### src/sv/blsc_pkg.sv
`timescale 1ns / 1ps
`default_nettype none
package blsc_pkg;

   localparam int MAX_GRID_CELLS_DEF   = 16;
   localparam int GAIN_FRAC_BITS_DEF   = 13;
   localparam int OFFSET_FRAC_BITS_DEF = 12;

   localparam int PIX_W      = 16;
   localparam int GAIN_W     = 16;
   localparam int IDX_W      = 11;
   localparam int POS_W      = 13;
   localparam int DIM_W      = 14;
   localparam int GRID_W     = 5;
   localparam int BITS_W     = 5;
   localparam int FRAME_MAX  = 8192;
   localparam int MAX_BITS   = 16;
   localparam int CFG_ADDR_W = 5;
   localparam int CFG_DATA_W = 32;
   localparam int REQ_DATA_W = 48;

   localparam logic CMD_NODE  = 1'b0;
   localparam logic CMD_PIXEL = 1'b1;

   typedef enum logic [2:0] {
      REG_ENABLE        = 3'd0,
      REG_BAYER_PATTERN = 3'd1,
      REG_FRAME_WIDTH   = 3'd2,
      REG_FRAME_HEIGHT  = 3'd3,
      REG_GRID_COLS     = 3'd4,
      REG_GRID_ROWS     = 3'd5,
      REG_PIXEL_BITS    = 3'd6
   } reg_index_type;

   typedef enum logic [2:0] {
      MS_TOP0  = 3'd0,
      MS_TOP1  = 3'd1,
      MS_BOT0  = 3'd2,
      MS_BOT1  = 3'd3,
      MS_SUM0  = 3'd4,
      MS_SUM1  = 3'd5,
      MS_PROD0 = 3'd6,
      MS_PROD1 = 3'd7
   } mstep_type;

   typedef struct packed {
      logic              enable;
      logic [1:0]        bayer_pattern;
      logic [DIM_W-1:0]  frame_width;
      logic [DIM_W-1:0]  frame_height;
      logic [GRID_W-1:0] grid_cols;
      logic [GRID_W-1:0] grid_rows;
      logic [BITS_W-1:0] pixel_bits;
   } cfg_type;

   typedef struct packed {
      logic      load;
      logic      node_wr;
      logic      div_step;
      logic      calc_addr;
      logic      rd_en;
      logic [1:0] rd_sel;
      logic      gain_shift;
      logic      mul_en;
      mstep_type mstep;
      logic      out_load;
   } ctl_cmd_type;

   typedef struct packed {
      logic bypass;
      logic out_full;
   } ctl_stat_type;

   // Channel order R, GR, GB, B; the site index is odd_row*2 + odd_col.
   function automatic logic [1:0] chan_sel(logic [1:0] pattern, logic [1:0] site);
      logic [1:0] flip;
      unique case (pattern)
         2'd0:    flip = 2'd0;
         2'd1:    flip = 2'd1;
         2'd2:    flip = 2'd3;
         default: flip = 2'd2;
      endcase
      return site ^ flip;
   endfunction

endpackage
`default_nettype wire

### src/sv/blsc_ctrl.sv
`timescale 1ns / 1ps
`default_nettype none
module blsc_ctrl #(
   parameter int MAX_GRID_CELLS   = blsc_pkg::MAX_GRID_CELLS_DEF,
   parameter int OFFSET_FRAC_BITS = blsc_pkg::OFFSET_FRAC_BITS_DEF
) (
   input  wire logic                   clock,
   input  wire logic                   reset,
   input  wire logic                   req_valid,
   input  wire logic                   req_cmd,
   output logic                        req_ready,
   input  wire logic                   rsp_ready,
   input  wire blsc_pkg::ctl_stat_type stat,
   output blsc_pkg::ctl_cmd_type       cmd
);

   localparam int CW   = $clog2(MAX_GRID_CELLS + 1);
   localparam int QW   = blsc_pkg::POS_W + CW + OFFSET_FRAC_BITS;
   localparam int CNTW = $clog2(QW);

   typedef enum logic [6:0] {
      ST_IDLE = 7'b0000001,
      ST_DIV  = 7'b0000010,
      ST_ADDR = 7'b0000100,
      ST_RD   = 7'b0001000,
      ST_RDW  = 7'b0010000,
      ST_MUL  = 7'b0100000,
      ST_OUT  = 7'b1000000
   } state_type;

   state_type        state_ff, state_in;
   logic [CNTW-1:0]  cnt_ff, cnt_in;

   always_comb begin
      state_in  = state_ff;
      cnt_in    = cnt_ff;
      cmd       = '0;
      req_ready = 1'b0;
      unique case (state_ff)
         ST_IDLE: begin
            req_ready = 1'b1;
            if (req_valid) begin
               if (req_cmd == blsc_pkg::CMD_NODE) begin
                  cmd.node_wr = 1'b1;
               end else begin
                  cmd.load = 1'b1;
                  cnt_in   = CNTW'(QW - 1);
                  state_in = stat.bypass ? ST_OUT : ST_DIV;
               end
            end
         end
         ST_DIV: begin
            cmd.div_step = 1'b1;
            if (cnt_ff == '0) begin
               state_in = ST_ADDR;
            end else begin
               cnt_in = cnt_ff - 1'b1;
            end
         end
         ST_ADDR: begin
            cmd.calc_addr = 1'b1;
            cnt_in        = '0;
            state_in      = ST_RD;
         end
         ST_RD: begin
            cmd.rd_en      = 1'b1;
            cmd.rd_sel     = cnt_ff[1:0];
            cmd.gain_shift = (cnt_ff != '0);
            if (cnt_ff[1:0] == 2'd3) begin
               state_in = ST_RDW;
            end else begin
               cnt_in = cnt_ff + 1'b1;
            end
         end
         ST_RDW: begin
            cmd.gain_shift = 1'b1;
            cnt_in         = '0;
            state_in       = ST_MUL;
         end
         ST_MUL: begin
            cmd.mul_en = 1'b1;
            cmd.mstep  = blsc_pkg::mstep_type'(cnt_ff[2:0]);
            if (cnt_ff[2:0] == 3'd7) begin
               state_in = ST_OUT;
            end else begin
               cnt_in = cnt_ff + 1'b1;
            end
         end
         ST_OUT: begin
            if (!stat.out_full || rsp_ready) begin
               cmd.out_load = 1'b1;
               state_in     = ST_IDLE;
            end
         end
         default: begin
            state_in = ST_IDLE;
         end
      endcase
   end

   always_ff @(posedge clock) begin
      if (reset) begin
         state_ff <= ST_IDLE;
         cnt_ff   <= '0;
      end else begin
         state_ff <= state_in;
         cnt_ff   <= cnt_in;
      end
   end

endmodule
`default_nettype wire

### config.mk
export PLATFORM = sky130hd
export DESIGN_NAME = blsc_ctrl
export DESIGN_NICKNAME = d
export VERILOG_FILES = /design/src/sv/blsc_pkg.sv /design/src/sv/blsc_ctrl.sv
export SDC_FILE = /design/constraint.sdc
export NUM_CORES = 1
export LEC_CHECK = 0
export ABC_AREA = 1
export ABC_CLOCK_PERIOD_IN_PS = 2940
export BUFFER_PORTS_ARGS = -buffer_cell sky130_fd_sc_hd__buf_2
export CORE_ASPECT_RATIO = 0.6
export CORE_MARGIN = 2
export CORE_UTILIZATION = 35
export DETAILED_ROUTE_END_ITERATION = 8
export GPL_TIMING_DRIVEN = 0
export PLACE_DENSITY = 0.6
export SYNTH_ARGS = -nofsm -noshare
export SYNTH_HDL_FRONTEND = slang
export SYNTH_SLANG_ARGS = --single-unit
### constraint.sdc
create_clock -name clock -period 2.94 [get_ports clock]
set_input_delay 0.588 -clock clock [delete_from_list [all_inputs] [get_ports clock]]
set_output_delay 0.588 -clock clock [all_outputs]
set_load 0.02 [all_outputs]
==> run metrics <==
GRT Resource Usage Total 17.1%; fill count 285; Hold/Removal Path Class flop to flop; Worst-Margin Slew 0.475 ns; TritonRoute pass-1 iters 4; Tmin final 2.11 ns; hpwl dp 1.92 mm; number of buffers created by CTS 3; reg2reg path depth 16; Yosys reg bits 12; htree depth 1; Worst Path Max Fanout 3; grt ovf 0; startpoint types flop; Cells after Synth 156; Sw Share 49.5%; clock latency on the worst-skew pair 0.24 ns; Reg clk slew, reported paths 0.05 ns; status completed; initial antenna violation count 0; Netlist cell types 32; final instance area 1180 um^2; RSZ-0062 raised after global routing no; Sequential Power Share 23.5%; core area 2590 um^2; most frequent cells in the layout nand2_1, inv_1, buf_2, nor2_1, dfxtp_1; CP required 2.35 ns; area of the multi-input gates 616 um^2; post-route ant nets 0; Critical R2R Launch state_ff[5]; Synthesized Nets 164; Max Fclk 475 MHz; peak supply drop 318 uV; RR Endpoint cnt_ff[4]; placed instance area 1130 um^2; Layout Area Growth over Synthesis 19.7%; CTS Root Cell clkbuf_8; via/cell ratio 4.85; Mean Syn Cell Area 6.34 um^2; PD cells 923 nW/um^2; wire per inst 11.5 um; n_diodes 0; Static Leak 0.627 nW; slew margin rel. 68.2%; Fin. Hold Viols 0; largest net degree at the start of global routing 11; post-CTS setup buffers 0; Post-CTS Hold Buffers 0; Layout Skew 0.000686 ns; initial core utilization 38.2%; crit share post-route 71.6%; initial DRC count 61; io pins 21; Hold Path End state_ff[5]; full die area 3280 um^2; final core utilization 45.7%; flop-to-flop setup slack 1.01 ns; Die H 45.2 um; hold slack 0.542 ns; Setup TNS 0 ns; Final Net Count 189; GP Congestion 0.841; TritonCTS clock tree done; CTS sink count 12; Die Width 72.7 um; hold path depth 2; switching power 0.541 mW; leading cell type in the layout, fill and taps excluded nand2_1; fraction of layout cells with a size suffix above 1 29.4%; Worst Path Class, Setup flop to output port; clock power share 16.8%; first-pass GRT wire length 4.18 mm; Logic pwr share 59.7%; clock tree buffer depth 2; routed wire length 2.45 mm; I/O Buffers 20; Pwr Total 1.09 mW; sequential-to-total area share from yosys stat 24.3%; hold_sp state_ff[5]; register area 240 um^2; Worst Path Arrival 1.52 ns; row cnt 14; max-capacitance violation count 0; post-route DRC violation count 0; Final setup viols 0; yosys warns 0; CTS resizes 0; total number of vias 1028; Final Max Tran Viols 0; internal power 0.552 mW; Mapped Area 990 um^2; vias in the first global route 915; crit end category output port
area by class of cell:
cell class / instances / share of cell area [%]
Buffer: 3 / 2.53
Clock buffer: 4 / 4.65
Inverter: 27 / 8.76
Multi-Input combinational cell: 114 / 52.0
Sequential cell: 12 / 20.3
Tap cell: 32 / 3.38
Timing Repair Buffer: 20 / 8.45
flip-flops by register name, summed over array words and instances (netlist names):
register and count:
cnt_ff 5, state_ff 7
cells in the mapped netlist (all sizes together):
cell | n | area share, %
nand2 | 48 | 21
ha | 1 | 1.3
nor3b | 1 | 0.76
dfxtp | 12 | 24
o211ai | 1 | 0.76
nor4 | 1 | 0.63
a31oi | 1 | 0.63
o21ai | 5 | 2.5
a21boi | 1 | 0.76
nand4 | 1 | 0.63
o21bai | 1 | 0.76
nor2 | 19 | 8.7
nand3b | 1 | 0.76
xor2 | 1 | 0.89
nand3 | 15 | 10
a21oi | 11 | 7.1
buf | 3 | 3.0
inv | 27 | 10
nor3 | 5 | 3.5
and3 | 1 | 0.63
kinds of logic after synthesis:
logic type	after synthesis	share of synthesized area [%]
adder cells (fa/ha/maj)	1	1.26
AND/OR/NAND/NOR	92	47.5
XOR/XNOR	1	0.885
AO/OA/AOI/OAI	20	12.5
buffers and inverters	30	13.5
flip-flops	12	24.3
critical path, stage by stage (launching register included):
cell     delay (ns)
dfxtp_1        0.32
nor2_2         0.17
nand2_2        0.10
nor4_1         0.34
inv_1          0.11
nand2_1        0.07
buf_2          0.15
per-stage QoR:
stage               setup WS [ns]  instances
floorplan                    1.06        156
global placement             1.08        208
detailed placement           1.05        208
CTS                         0.854        212
global route                0.729        212
finish                      0.834        212
per-layer routing:
metal	up-vias	global-route usage, %	wire [um]
met5	-	0	0
met1	446	26.2	1390
met2	34	22.4	877
met4	0	6.67	35
met3	5	4.02	143
li1	543	-	-
worst max-delay path by stage:
stage	start	endpoint	slack, ns	cells after the start
after detailed placement	state_ff[5]	cnt_ff[4]	1.05	17
after global routing	state_ff[1]	cmd[5]	0.73	6
after CTS	state_ff[5]	cmd[11]	0.85	6
after floorplan	state_ff[5]	cmd[11]	1.06	5
after global placement	state_ff[3]	cnt_ff[4]	1.08	16
final	state_ff[2]	cmd[5]	0.83	6
power groups by stage:
stage / combinational [mW] / clock, mW / sequential, mW
finish: 0.653 / 0.184 / 0.256
global route: 0.727 / 0.197 / 0.263
CTS: 0.645 / 0.189 / 0.255
detailed placement: 0.642 / 0 / 0.258
global placement: 0.634 / 0 / 0.258
floorplan: 0.512 / 0 / 0.246
(Power assumes the default switching activity.)
